File: src/hdl/vrc_pkg.sv
// ----------------------------------------------------------------------------
// vrc_pkg
// types and constants shared by the velocity ramp command pipeline
// ----------------------------------------------------------------------------
`default_nettype none

package vrc_pkg;

	// pipeline shape
	localparam int ROOT_STEPS   = 32;
	localparam int FRONT_STAGES = 2;
	localparam int BACK_STAGES  = 3;
	localparam int NUM_STAGES   = FRONT_STAGES + ROOT_STEPS + BACK_STAGES;

	// configuration register indexes
	localparam int CFG_INDEX_W = 3;
	localparam logic [CFG_INDEX_W-1:0] REG_ACCEL_UPPER = 3'd0;
	localparam logic [CFG_INDEX_W-1:0] REG_ACCEL_LOWER = 3'd1;
	localparam logic [CFG_INDEX_W-1:0] REG_VEL_UPPER   = 3'd2;
	localparam logic [CFG_INDEX_W-1:0] REG_VEL_LOWER   = 3'd3;
	localparam logic [CFG_INDEX_W-1:0] REG_STEP_TIME   = 3'd4;

	// configuration reset values
	localparam logic [30:0]        ACCEL_UPPER_RST = 31'd65536;
	localparam logic signed [31:0] ACCEL_LOWER_RST = -32'sd65536;
	localparam logic [30:0]        VEL_UPPER_RST   = 31'd65536;
	localparam logic signed [31:0] VEL_LOWER_RST   = -32'sd65536;
	localparam logic [16:0]        STEP_TIME_RST   = 17'd655;

	// distances at or below this raw value count as zero (0.01 in Q16.16)
	localparam logic [32:0] DEAD_BAND = 33'd655;

	// reciprocal of five, exact for any 32-bit dividend with a shift of 34
	localparam logic [31:0] RECIP5      = 32'hCCCC_CCCD;
	localparam int          RECIP5_SHIFT = 34;

	// saturation limits of the command, held at the internal width
	localparam logic signed [34:0] CMD_MAX = 35'sd2147483647;
	localparam logic signed [34:0] CMD_MIN = -35'sd2147483648;

	typedef struct packed {
		logic [30:0]        accel_upper;
		logic signed [31:0] accel_lower;
		logic [30:0]        vel_upper;
		logic signed [31:0] vel_lower;
		logic [16:0]        step_time;
	} vrc_cfg_t;

	// remainder and partial root carried down the square-root chain
	typedef struct packed {
		logic [63:0] rem;
		logic [63:0] root;
	} vrc_root_t;

	// sign of the distance and velocity window, riding along with the root
	typedef struct packed {
		logic               dneg;
		logic signed [34:0] vmin;
		logic signed [34:0] vmax;
	} vrc_side_t;

endpackage

`default_nettype wire

File: src/hdl/vrc_sqrt_cell.sv
// ----------------------------------------------------------------------------
// vrc_sqrt_cell
// one registered step of the digit-by-digit integer square root
// ----------------------------------------------------------------------------
`default_nettype none

module vrc_sqrt_cell #(
	parameter int STEP = 0
) (
	input  wire logic               clk,
	input  wire logic               arst_n,
	input  wire logic               en,
	input  wire logic               in_v,
	input  wire vrc_pkg::vrc_root_t root_in,
	input  wire vrc_pkg::vrc_side_t side_in,
	output logic                    out_v,
	output vrc_pkg::vrc_root_t      root_out,
	output vrc_pkg::vrc_side_t      side_out
);
	import vrc_pkg::*;

	// trial bit of this step, working down from 2^62 two places a cell
	localparam logic [63:0] BIT = 64'd1 << (62 - 2 * STEP);

	logic [63:0] trial;
	vrc_root_t   nxt;
	logic        v_q;
	vrc_root_t   root_q;
	vrc_side_t   side_q;

	// compare and subtract
	always_comb begin
		trial = root_in.root + BIT;
		if (root_in.rem >= trial) begin
			nxt.rem  = root_in.rem - trial;
			nxt.root = (root_in.root >> 1) + BIT;
		end else begin
			nxt.rem  = root_in.rem;
			nxt.root = root_in.root >> 1;
		end
	end

	always_ff @(posedge clk or negedge arst_n) begin
		if (!arst_n) begin
			v_q <= 1'b0;
		end else if (en) begin
			v_q <= in_v;
		end
	end

	always_ff @(posedge clk) begin
		if (en) begin
			root_q <= nxt;
			side_q <= side_in;
		end
	end

	assign out_v    = v_q;
	assign root_out = root_q;
	assign side_out = side_q;

endmodule

`default_nettype wire

File: config.mk
export PLATFORM = sky130hd
export DESIGN_NAME = vrc_sqrt_cell
export DESIGN_NICKNAME = d
export VERILOG_FILES = /design/src/hdl/vrc_pkg.sv /design/src/hdl/vrc_sqrt_cell.sv
export SDC_FILE = /design/constraint.sdc
export NUM_CORES = 1
export LEC_CHECK = 0
export ABC_AREA = 1
export BUFFER_PORTS_ARGS = -buffer_cell sky130_fd_sc_hd__clkbuf_2
export CAP_MARGIN = 40
export CORE_MARGIN = 1
export CORE_UTILIZATION = 46
export CTS_BUF_LIST = sky130_fd_sc_hd__clkbuf_8
export CTS_CLUSTER_DIAMETER = 50
export DETAILED_ROUTE_END_ITERATION = 6
export PLACE_DENSITY = 0.88
export SYNTH_ARGS = -nofsm -noshare
export SYNTH_HDL_FRONTEND = slang
export SYNTH_SLANG_ARGS = --single-unit
export TNS_END_PERCENT = 20
File: constraint.sdc
create_clock -name clk -period 0.8 [get_ports clk]
set_input_delay 0.04 -clock clk [delete_from_list [all_inputs] [get_ports clk]]
set_output_delay 0.04 -clock clk [all_outputs]
set_load 0.1 [all_outputs]
==> flow_metrics.env, run 1 <==
export IMPL_outcome="stopped before the end"
export IMPL_stop_stage="5_1_grt"
export IMPL_tool_error="[ERROR GRT-0232] Routing congestion too high. Check the congestion heatmap in the GUI."
export IMPL_gp_congestion=1.24
export IMPL_synthCells=1786
export IMPL_synth_edff_count=199
export IMPL_yosysTopAreaCell="edfxtp_1"
export IMPL_clock_sinks=200
export IMPL_io_pins=403
export IMPL_rows=61
export IMPL_synth_nets=2054
export IMPL_yosys_warnings=0
export IMPL_htreeDepth=4
export IMPL_pre_cts_ws_ns=-1.56
export IMPL_synth_cell_types=35
export IMPL_synthArstFlopShare_pct=0.500
export IMPL_synth_ff_type="edfxtp_1"
export IMPL_ys_seq_area_share_pct=45.4
export IMPL_numCtsBuffers=17
export IMPL_dpl_hpwl_um=42500
export IMPL_track_usage_pct=86.3
export IMPL_synth_seq_cells=200
export IMPL_postSynthAreaPerCell_um2=7.40
export IMPL_grt_max_degree=51
export IMPL_chipWidth_um=171
export IMPL_synth_most_common_cell="nand2_1"
export IMPL_port_buffers=402
export IMPL_ctsRootBufferMaster="clkbuf_8"
export IMPL_synth_area_um2=13200
export IMPL_synth_top_area_share_pct=45.2
export IMPL_clock_path_buffers=2
export IMPL_start_util_pct=47.2
export IMPL_yosys_top_cells_count="753 x nand2_1, 396 x inv_1, 199 x edfxtp_1"
export IMPL_die_h_um=171
export IMPL_ys_top_cells_by_area="edfxtp_1 45%, nand2_1 21%, inv_1 11%"
export IMPL_overflow=401
## timing repair
item / 4_1_cts
hold endpoints to repair: 212
setup buffers: 14
hold buffers: 201
cloned: 7
gates resized for setup: 183
setup endpoints to repair: 266
pin swaps: 37
## cell families after synthesis
group                      share of synthesized area, %
AOI/OAI and AO/OA                                  2.03
and+or+nand+nor                                    31.6
DFF                                                45.4
adders and majority gates                          6.21
buffers and inverters                              12.5
xor gates and xnor gates                           2.12
muxes                                            0.0852
## layer usage
metal / global-route usage [%] / overflow
met5: 59.3 / 2
met4: 88.0 / 121
met3: 77.4 / 27
met2: 97.6 / 213
met1: 84.2 / 38
## metrics by stage
stage | area, µm² | std cells | TNS, ns | hold slack [ns]
floorplan | 13300 | 1786 | -100.50 | -0.256
global placement | 20600 | 2809 | -91.55 | -0.185
detailed placement | 20600 | 2809 | -102.66 | -0.184
CTS | 24300 | 3062 | -140.48 | -0.292
==> inputs of run 2 (changes only) <==
CORE_UTILIZATION = 31   (was 46)
CTS_BUF_LIST = default   (was sky130_fd_sc_hd__clkbuf_8)
CTS_CLUSTER_DIAMETER = default   (was 50)
PLACE_DENSITY = default   (was 0.88)
PLACE_DENSITY_LB_ADDON = 0.15   (was default)
clock period = 1 ns   (was 0.8 ns; I/O delays follow)
==> flow_metrics.env, run 2 <==
export IMPL_synth_ff_type="edfxtp_1"
export IMPL_drc_errors=0
export IMPL_grt_pass1_vias=14800
export IMPL_synth_cell_types=35
export IMPL_end_kind="register"
export IMPL_maxCapViolations=0
export IMPL_synth_seq_cells=200
export IMPL_power_leakage_uw=0.0131
export IMPL_reg2reg_from="out_v"
export IMPL_htreeDepth=4
export IMPL_num_nets_final=3025
export IMPL_clock_path_buffers=2
export IMPL_clk_latency_ns=0.50
export IMPL_post_route_period_util_pct=174
export IMPL_synth_edff_count=199
export IMPL_chipWidth_um=208
export IMPL_hold_path_class="in -> reg"
export IMPL_worstReg2RegEnd="out_v"
export IMPL_start_util_pct=31.5
export IMPL_io_pins=403
export IMPL_grt_pass1_wl_um=86200
export IMPL_drt_wirelength_per_cell_um=17.4
export IMPL_relSlewSlack_pct=77.0
export IMPL_setup_ws_ns=-0.743
export IMPL_path_class="in -> reg"
export IMPL_clock_skew_ns=0
export IMPL_drt_wl_total_um=57400
export IMPL_ir_drop_v=0.00124
export IMPL_die_area_um2=43400
export IMPL_outcome="finished, violations left"
export IMPL_clock_sinks=200
export IMPL_cp_data_required_time_ns=1.26
export IMPL_hold_slack_ns=0.114
export IMPL_cts_tree="yes"
export IMPL_layout_common_cells="629 x nand2_1, 373 x inv_1, 340 x buf_4, 213 x buf_12, 202 x dlygate4sd3_1"
export IMPL_yosys_top_cells_count="753 x nand2_1, 396 x inv_1, 199 x edfxtp_1"
export IMPL_firstDrtPassIters=5
export IMPL_fillers=3679
export IMPL_ys_seq_area_share_pct=45.4
export IMPL_power_density_nw_per_um2=1460
export IMPL_cp_arrival_ns=2.00
export IMPL_yosysTopAreaCell="edfxtp_1"
export IMPL_fin_crit_ns=1.74
export IMPL_start_kind="input pin"
export IMPL_setup_worst_path_end="root_out[101]"
export IMPL_setup_viol=266
export IMPL_multi_input_area_um2=7120
export IMPL_grt_max_degree=52
export IMPL_synthCells=1786
export IMPL_gp_congestion=0.904
export IMPL_synth_nets=2054
export IMPL_num_antenna_cells=0
export IMPL_synthArstFlopShare_pct=0.500
export IMPL_rrSetupSlack_ns=0.21
export IMPL_postSynthAreaPerCell_um2=7.40
export IMPL_ant_nets=0
export IMPL_synth_top_area_share_pct=45.2
export IMPL_grt_setup_unrepaired="yes"
export IMPL_syn2layout_area_growth_pct=97.5
export IMPL_violations="setup timing"
export IMPL_yosys_warnings=0
export IMPL_synth_area_um2=13200
export IMPL_overflow=0
export IMPL_dpl_hpwl_um=44300
export IMPL_die_h_um=208
export IMPL_cp_startpoint="root_in[61]"
export IMPL_fin_tns_setup_ns=-74.69
export IMPL_ys_top_cells_by_area="edfxtp_1 45%, nand2_1 21%, inv_1 11%"
export IMPL_numCtsBuffers=17
export IMPL_regArea_um2=6000
export IMPL_track_usage_pct=26.6
export IMPL_path_clk_slew_ns=0.09
export IMPL_finalHoldViolations=0
export IMPL_vias=14700
export IMPL_worst_path_max_fanout=8
export IMPL_largest_reg_flops=128
export IMPL_core_region_area_um2=41900
export IMPL_antenna_found_initial=3
export IMPL_drt_iter0_drc=806
export IMPL_ctsRootBufferMaster="clkbuf_16"
export IMPL_layout_commonest_cell="nand2_1"
export IMPL_max_freq_ghz=0.574
export IMPL_synth_most_common_cell="nand2_1"
export IMPL_avgViaCountPerCell=4.46
export IMPL_layout_drive_gt1_share_pct=41.0
export IMPL_slew_viol_final=0
export IMPL_port_buffers=402
export IMPL_rr_worst_depth=1
export IMPL_tightest_slew_ns=0.343
export IMPL_rows=75
[run 2: cell counts after synthesis]
No cell type changed its count.
[run 2: worst max-delay path, stage by stage]
cell       delay (ns)
clkbuf_2         0.09
inv_1            0.04
ha_2             0.37
nand2_2          0.12
nor3_4           0.28
nand2_2          0.15
nor3_4           0.22
nand2_4          0.09
nand2_8          0.10
buf_16           0.21
clkinv_16        0.13
nand2_2          0.08
nand2_1          0.05
[run 2: cells by family after synthesis]
group           share of synthesized area [%]
compound gates                           2.03
xor+xnor                                 2.12
fa+ha+maj                                6.21
buf+inv                                  12.5
flops                                    45.4
mux                                    0.0852
simple gates                             31.6
[run 2: repair_timing]
item | CTS | global route
resized for setup | 148 | 225
gates cloned | 6 | 1
buffers inserted | 12 | 12
pin swaps | 3 | 57
setup endpoints to repair | 266 | 266
hold buffers | 201 | 1
endpoints found under the hold margin | 204 | 1
[run 2: final cells by class]
| class | instances | area share (%) |
|---|---|---|
| Clock buffer | 18 | 1.68 |
| Clock inverter | 14 | 0.695 |
| Inverter | 408 | 5.98 |
| Multi-Input combinational cell | 1165 | 27.3 |
| Sequential cell | 200 | 23.0 |
| Tap cell | 539 | 2.59 |
| Timing Repair Buffer | 961 | 38.4 |
| Timing Repair inverter | 4 | 0.345 |
[run 2: how the worst min path moves through the flow]
| stage | from | endpoint | slack (ns) | cells past startpoint |
|---|---|---|---|---|
| 2_1_floorplan | arst_n | out_v | -0.25 | 0 |
| 6_report | root_in[0] | root_out[64] | 0.11 | 5 |
| 4_1_cts | root_in[65] | root_out[65] | -0.08 | 3 |
| 3_3_place_gp | arst_n | out_v | -0.17 | 1 |
| 5_1_grt | root_in[0] | root_out[64] | 0.12 | 5 |
| 3_5_place_dp | arst_n | out_v | -0.17 | 1 |
[run 2: per-stage QoR]
| stage | std cells | setup slack [ns] | utilization [%] | total power [µW] | area, µm² |
|---|---|---|---|---|---|
| global route | 3309 | -0.800 | 62.2 | 39500 | 26100 |
| floorplan | 1786 | -0.903 | - | 20600 | 13300 |
| global placement | 3044 | -1.49 | 51.1 | 28100 | 21400 |
| CTS | 3295 | -0.670 | 59.5 | 37400 | 25000 |
| finish | 3309 | -0.743 | 62.2 | 38000 | 26100 |
| detailed placement | 3044 | -1.45 | 51.1 | 28200 | 21400 |
[run 2: where the power goes]
group,switching [µW],internal [µW],total [µW]
Sequential,736,10400,11100
Clock,3710,3860,7570
Combinational,11800,7560,19300
Total,16200,21800,38000
[run 2: routing by layer]
metal | track usage (%) | wire (µm)
met5 | 0 | 47
met4 | 6.56 | 719
met3 | 5.39 | 2900
met2 | 45.5 | 28000
met1 | 34.1 | 25700
(Power assumes the default switching activity.)
