### src/hdl/vrc_pkg.sv
// ----------------------------------------------------------------------------
// vrc_pkg
// types and constants shared by the velocity ramp command pipeline
// ----------------------------------------------------------------------------
`default_nettype none

package vrc_pkg;

	// pipeline shape
	localparam int ROOT_STEPS   = 32;
	localparam int FRONT_STAGES = 2;
	localparam int BACK_STAGES  = 3;
	localparam int NUM_STAGES   = FRONT_STAGES + ROOT_STEPS + BACK_STAGES;

	// configuration register indexes
	localparam int CFG_INDEX_W = 3;
	localparam logic [CFG_INDEX_W-1:0] REG_ACCEL_UPPER = 3'd0;
	localparam logic [CFG_INDEX_W-1:0] REG_ACCEL_LOWER = 3'd1;
	localparam logic [CFG_INDEX_W-1:0] REG_VEL_UPPER   = 3'd2;
	localparam logic [CFG_INDEX_W-1:0] REG_VEL_LOWER   = 3'd3;
	localparam logic [CFG_INDEX_W-1:0] REG_STEP_TIME   = 3'd4;

	// configuration reset values
	localparam logic [30:0]        ACCEL_UPPER_RST = 31'd65536;
	localparam logic signed [31:0] ACCEL_LOWER_RST = -32'sd65536;
	localparam logic [30:0]        VEL_UPPER_RST   = 31'd65536;
	localparam logic signed [31:0] VEL_LOWER_RST   = -32'sd65536;
	localparam logic [16:0]        STEP_TIME_RST   = 17'd655;

	// distances at or below this raw value count as zero (0.01 in Q16.16)
	localparam logic [32:0] DEAD_BAND = 33'd655;

	// reciprocal of five, exact for any 32-bit dividend with a shift of 34
	localparam logic [31:0] RECIP5      = 32'hCCCC_CCCD;
	localparam int          RECIP5_SHIFT = 34;

	// saturation limits of the command, held at the internal width
	localparam logic signed [34:0] CMD_MAX = 35'sd2147483647;
	localparam logic signed [34:0] CMD_MIN = -35'sd2147483648;

	typedef struct packed {
		logic [30:0]        accel_upper;
		logic signed [31:0] accel_lower;
		logic [30:0]        vel_upper;
		logic signed [31:0] vel_lower;
		logic [16:0]        step_time;
	} vrc_cfg_t;

	// remainder and partial root carried down the square-root chain
	typedef struct packed {
		logic [63:0] rem;
		logic [63:0] root;
	} vrc_root_t;

	// sign of the distance and velocity window, riding along with the root
	typedef struct packed {
		logic               dneg;
		logic signed [34:0] vmin;
		logic signed [34:0] vmax;
	} vrc_side_t;

endpackage

`default_nettype wire

### src/hdl/vrc_back.sv
// ----------------------------------------------------------------------------
// vrc_back
// scale root by 0.8, apply sign, clamp to window and saturate (three stages)
// ----------------------------------------------------------------------------
`default_nettype none

module vrc_back (
	input  wire logic               clk,
	input  wire logic               arst_n,
	input  wire logic [2:0]         en,
	input  wire logic               in_v,
	input  wire vrc_pkg::vrc_root_t root_in,
	input  wire vrc_pkg::vrc_side_t side_in,
	output logic [2:0]              v,
	output logic signed [31:0]      cmd
);
	import vrc_pkg::*;

	logic               v_s1;
	logic [31:0]        root_s1;
	logic [63:0]        recip_s1;
	vrc_side_t          side_s1;

	logic [29:0]        q;
	logic [31:0]        five_q;
	logic [2:0]         rem;
	logic [1:0]         frac;
	logic               v_s2;
	logic [31:0]        mag_s2;
	vrc_side_t          side_s2;

	logic signed [34:0] brake;
	logic signed [34:0] lo_clamp;
	logic signed [34:0] win;
	logic signed [31:0] sat;
	logic               v_s3;
	logic signed [31:0] cmd_s3;

	// stage one: multiply by reciprocal of five
	always_ff @(posedge clk or negedge arst_n) begin
		if (!arst_n) begin
			v_s1 <= 1'b0;
		end else if (en[0]) begin
			v_s1 <= in_v;
		end
	end

	always_ff @(posedge clk) begin
		if (en[0]) begin
			root_s1  <= root_in.root[31:0];
			recip_s1 <= 64'(root_in.root[31:0]) * 64'(RECIP5);
			side_s1  <= side_in;
		end
	end

	// floor(4r/5) = 4q + (rem > 0 ? rem - 1 : 0) with r = 5q + rem
	always_comb begin
		q      = recip_s1[63:RECIP5_SHIFT];
		five_q = {q, 2'b00} + {2'b00, q};
		rem    = root_s1[2:0] - five_q[2:0];
		frac   = (rem == 3'd0) ? 2'd0 : 2'(rem - 3'd1);
	end

	// stage two
	always_ff @(posedge clk or negedge arst_n) begin
		if (!arst_n) begin
			v_s2 <= 1'b0;
		end else if (en[1]) begin
			v_s2 <= v_s1;
		end
	end

	always_ff @(posedge clk) begin
		if (en[1]) begin
			mag_s2  <= {q, 2'b00} + {30'd0, frac};
			side_s2 <= side_s1;
		end
	end

	// sign, clamp into window (upper bound wins) and saturate
	always_comb begin
		brake    = side_s2.dneg ? -$signed({3'b000, mag_s2}) : $signed({3'b000, mag_s2});
		lo_clamp = (brake < side_s2.vmin) ? side_s2.vmin : brake;
		win      = (lo_clamp > side_s2.vmax) ? side_s2.vmax : lo_clamp;
		if (win > CMD_MAX) begin
			sat = CMD_MAX[31:0];
		end else if (win < CMD_MIN) begin
			sat = CMD_MIN[31:0];
		end else begin
			sat = win[31:0];
		end
	end

	// stage three: result register
	always_ff @(posedge clk or negedge arst_n) begin
		if (!arst_n) begin
			v_s3 <= 1'b0;
		end else if (en[2]) begin
			v_s3 <= v_s2;
		end
	end

	always_ff @(posedge clk) begin
		if (en[2]) begin
			cmd_s3 <= sat;
		end
	end

	assign v   = {v_s3, v_s2, v_s1};
	assign cmd = cmd_s3;

endmodule

`default_nettype wire

### config.mk
export PLATFORM = sky130hd
export DESIGN_NAME = vrc_back
export DESIGN_NICKNAME = d
export VERILOG_FILES = /design/src/hdl/vrc_pkg.sv /design/src/hdl/vrc_back.sv
export SDC_FILE = /design/constraint.sdc
export NUM_CORES = 1
export LEC_CHECK = 0
export BUFFER_PORTS_ARGS = -buffer_cell sky130_fd_sc_hd__clkbuf_2
export CORE_MARGIN = 2
export CORE_UTILIZATION = 65
export CTS_BUF_LIST = sky130_fd_sc_hd__clkbuf_8
export DETAILED_ROUTE_END_ITERATION = 8
export GPL_TIMING_DRIVEN = 1
export HOLD_SLACK_MARGIN = 0.02
export PLACE_DENSITY_LB_ADDON = 0.3
export SKIP_CTS_REPAIR_TIMING = 1
export SLEW_MARGIN = 25
export SYNTH_ARGS = -nofsm -noshare
export SYNTH_HDL_FRONTEND = slang
export SYNTH_SLANG_ARGS = --single-unit
### constraint.sdc
create_clock -name clk -period 16.8 [get_ports clk]
set_clock_uncertainty 0.15 [all_clocks]
set_input_delay 0.84 -clock clk [delete_from_list [all_inputs] [get_ports clk]]
set_output_delay 0.84 -clock clk [all_outputs]
set_load 0.02 [all_outputs]
Word-level counts from Yosys, hierarchy flattened
Index checks and enable logic that the tools add are counted.
- add/sub/neg operators: 5
- multipliers: 1
- order comparisons: 4
- mux-type cells: 5
- reductions and logical operators: 1
- operators with widths (operator ; count):
    35-bit two-way mux ; 3
    32-bit by 32-bit multiplier with 64-bit output (second input constant) ; 1
    35-bit by 32-bit > comparator with 1-bit output (second input constant) ; 1
    35-bit > comparator ; 1
    35-bit by 32-bit < comparator with 1-bit output (second input constant) ; 1
    35-bit < comparator ; 1
    32-bit negator with 35-bit output ; 1
    32-bit by 2-bit adder with 32-bit output ; 1
    32-bit two-way mux ; 1
    3-bit adder ; 1
    3-bit zero test ; 1
    3-bit subtractor ; 1
    2-bit two-way mux ; 1
    2-bit by 1-bit subtractor with 2-bit output (second input constant) ; 1
- register bits after elaboration: 276
- output and inout port bits: 35
- word-level logic and storage cells: 29

Depth between registers and ports, before layout
- depth in word-level cells: 8
- mapped depth: 34
- depth with buffers taken out: 30

Worst setup path after synthesis
No wires, ideal clock.
- kind: input to register
- from: input port root_in[14] (netlist name)
- to: register recip_s1[56] (data pin)
- data arrival time: 7.317 ns
- slack: 9.074 ns
- cell stages on the path: 25
- path buffers: 0
- cell sequence: ha_1 > inv_1 > fa_1 > fa_1 > inv_1 > fa_1 > inv_1 > fa_1 > fa_1 > inv_1 > fa_1 > inv_1 > fa_1 > inv_1 > ha_1 > nand3_1 > nor3_1 > nand2_1 > or3_1 > o21a_1 > o21ai_0 > a31oi_1 > o31ai_1 > a21oi_1 > xnor2_1
- longest elaborated chain between the ends: 1
- ends and longest elaborated chain (element ; line ; text):
    from (decl) ; vrc_back.sv:12 ; input wire vrc_pkg::vrc_root_t root_in,
    32-bit by 32-bit multiplier with 64-bit output ; vrc_back.sv:51 ; recip_s1 <= 64'(root_in.root[31:0]) * 64'(RECIP5);
    to (signal assigned) ; vrc_back.sv:51 ;
    to (decl) ; vrc_back.sv:21 ; logic [63:0] recip_s1;
Every way passes these cells.
A chain may end at the register's enable or synchronous reset.

Worst setup path after layout
- from: input port root_in[10] (netlist name)
- to: register recip_s1[56] (data pin)
Same word-level chain as after synthesis.

==> results.py <==
metrics = {
    "place": {
        "placement.io_buffers": 143,
        "dp_hpwl_mm": 56.75,
        "place.gp.congestion": 0.9598,
    },
    "final_layout": {
        "syn_to_final_growth_pct": 7.678,
        "multi_input_area_sq_mm": 0.01710,
        "drive_gt1_share_pct": 8.730,
        "fill_cells": 2938,
        "regArea_sq_mm": 0.007252,
        "nNetsFinal": 3543,
    },
    "timing": {
        "rsz0062_at_grt": "false",
        "finalSetupViolCount": 0,
        "fin_crit_sh_pct": 56.11,
        "max_slew.worst_pin.slew_ns": 0.9877,
        "finalSetupTns_ns": 0,
        "fin_crit_ns": 9.427,
        "fmax_mhz": 106.1,
        "drv_slew": 0,
        "final-hold-violation-count": 0,
        "relSlewSlack_pct": 34.15,
    },
    "floorplan": {
        "die_h_microns": 208.1,
        "die_x_microns": 208.1,
        "ios": 240,
        "start_util_pct": 66.03,
        "dieArea_sq_mm": 0.04332,
        "core-area_sq_mm": 0.04102,
        "rows": 74,
    },
    "synthesis": {
        "synth_edf_count": 239,
        "synth_top_area_share_pct": 30.75,
        "syn_area_per_cell_sq_um": 11.50,
        "seq_area_frac_synth_pct": 26.78,
        "synth.most_common_cell": "inv_1",
        "synthTopCellsByArea": "fa_1 31%, edfxtp_1 26%, ha_1 19%",
        "synthCells": 2356,
        "synth_nets": 3384,
        "synth_commonest_cells": "689 x inv_1, 416 x fa_1, 407 x ha_1",
        "synth_warnings": 0,
        "yosys.area.top_type": "fa_1",
        "ys_types": 62,
        "async_flop_share_pct": 1.240,
        "syn_area_sq_mm": 0.02708,
        "synth-seq-cells": 242,
        "ys.flop_type": "edfxtp_1",
    },
    "setup_path": {
        "crit_type": "primary input to flip-flop",
        "critPathMaxFanout": 5,
        "startpoint_type": "primary input",
        "cp.required_ns": 16.94,
        "arrival_ns": 9.57,
        "cp-end-kind": "flip-flop",
    },
    "min_path": {
        "hold_path_class": "flip-flop to flip-flop",
    },
    "routing": {
        "initialDrtViolationCount": 1184,
        "wl_mm": 66.62,
        "drc_errors": 0,
        "wl_per_cell_microns": 21.65,
        "firstDrtPassIters": 5,
        "via_count": 17510,
        "ant_nets": 0,
        "vias_per_cell": 5.691,
    },
    "grt": {
        "grt_pass1_wl_mm": 104.9,
        "grt_max_degree": 74,
        "antenna_found_initial": 2,
        "grt-ovfl-total": 0,
        "track_usage_pct": 32.12,
        "grt_pass1_vias": 18910,
    },
    "clock_tree": {
        "root_buffer": "clkbuf_8",
        "cts_sinks": 242,
        "clk_path_buf_depth": 3,
        "clkTransAtPathRegs_ns": 0.06,
        "cts_tree": "yes",
        "htreeDepth": 2,
        "cts_buffers": 37,
        "clk_latency_ns": 0.56,
    },
    "run_status": {
        "status": "completed",
    },
    "job": {
        "maxCapViolCount": 0,
    },
}
## stage by stage
step	utilization (%)	area (sq um)	cells	hold WS [ns]	setup slack, ns
finish	71.10	29160	3077	0.2584	7.373
global route	71.09	29160	3075	0.2732	7.164
CTS	71.06	29150	3074	-0.1144	7.529
detailed placement	69.21	28390	3007	0.2545	6.998
floorplan	-	27080	2356	0.2503	9.074
global placement	69.17	28370	3006	0.2511	7.048
## routing by layer
metal,vias up,global-route usage [%],share of wire [%]
li1,7949,-,-
met1,8768,44.37,42
met2,681,53.38,47
met3,114,5.449,7.4
met4,0,8.410,2.8
met5,-,0,0
## flip-flops by register name (all words and copies together), names as in the netlist
| signal | count |
|---|---|
| v_s1 | 1 |
| v_s2 | 1 |
| cmd | 32 |
| v_s3 | 1 |
| root_s1 | 3 |
| side_s2 | 71 |
| side_s1 | 71 |
| recip_s1 | 30 |
| mag_s2 | 32 |
## critical path, cell delays in order
cell	delay, ns
clkbuf_2	0.19
ha_1	0.46
inv_1	0.23
fa_1	0.50
fa_1	0.56
inv_1	0.07
fa_1	0.50
fa_1	0.56
inv_1	0.05
fa_1	0.49
inv_1	0.05
fa_1	0.49
fa_1	0.42
ha_1	0.54
nand2_1	0.10
o21ai_0	0.75
a21oi_1	0.32
or3_1	0.40
o21a_1	0.25
o21ai_0	0.56
a31oi_1	0.37
o31ai_1	0.54
a21oi_1	0.17
xnor2_1	0.15
## final timing paths
path | slack [ns] | cells past startpoint | start | end
setup / recovery | 7.37 | 24 | root_in[10] | recip_s1[56]$_DFFE_PP_
hold / removal | 0.26 | 0 | recip_s1[39]$_DFFE_PP_ | mag_s2[7]$_DFFE_PP_
setup reg to reg | 8.28 | 29 | mag_s2[0]$_SDFFCE_PN0P_ | cmd[14]$_SDFFCE_PN1P_
hold reg to reg | 0.26 | 0 | recip_s1[39]$_DFFE_PP_ | mag_s2[7]$_DFFE_PP_
max in group asynchronous | 15.91 | 2 | arst_n | v_s1$_DFFE_PN0P_
min in group asynchronous | 0.48 | 2 | arst_n | v_s3$_DFFE_PN0P_
## cell families (layout without fill, tap and decap cells)
family	after synthesis	after routing	share of synthesized area, %
xor+xnor	66	66	2.134
fa+ha+maj	823	823	49.55
compound gates	294	294	7.202
simple gates	203	203	3.867
flops	242	242	26.78
mux	8	8	0.3234
other cells	0	2	0
buf+inv	720	907	10.15
## cell type report
cell class	count	share of cell area (%)
repair buffers	151	2.711
well taps	532	2.282
multi-input cells	1394	58.64
inverters	689	8.868
diodes	2	0.01716
clock inverters	29	0.8194
flip-flops and latches	242	24.87
clock buffers	38	1.793
## layout by cell type, fill, tap and decap left out, drive strengths merged, types with 3 or more instances in the layout
master and n:
dfrtp 3, o21a 4, buf 9, nand2 38
nor2 57, nand4 22, nand2b 11, a21oi 101
nor2b 5, or3 7, fa 416, ha 407
o31ai 12, o21bai 5, a221o 30, a211oi 6
nand3 21, a21boi 3, and3 8, o21ai 43
clkbuf 179, o211ai 4, or4 4, a31oi 7
and2 3, inv 697, edfxtp 239, nor3 14
clkinv 17, xor2 17, xnor2 49, mux2 6
o41ai 4, nor4 7, a21o 52, bufinv 4
Power is left out: the tool's default activity adds up to more than one toggle a clock period on the data nets, which glitch-free logic cannot reach.
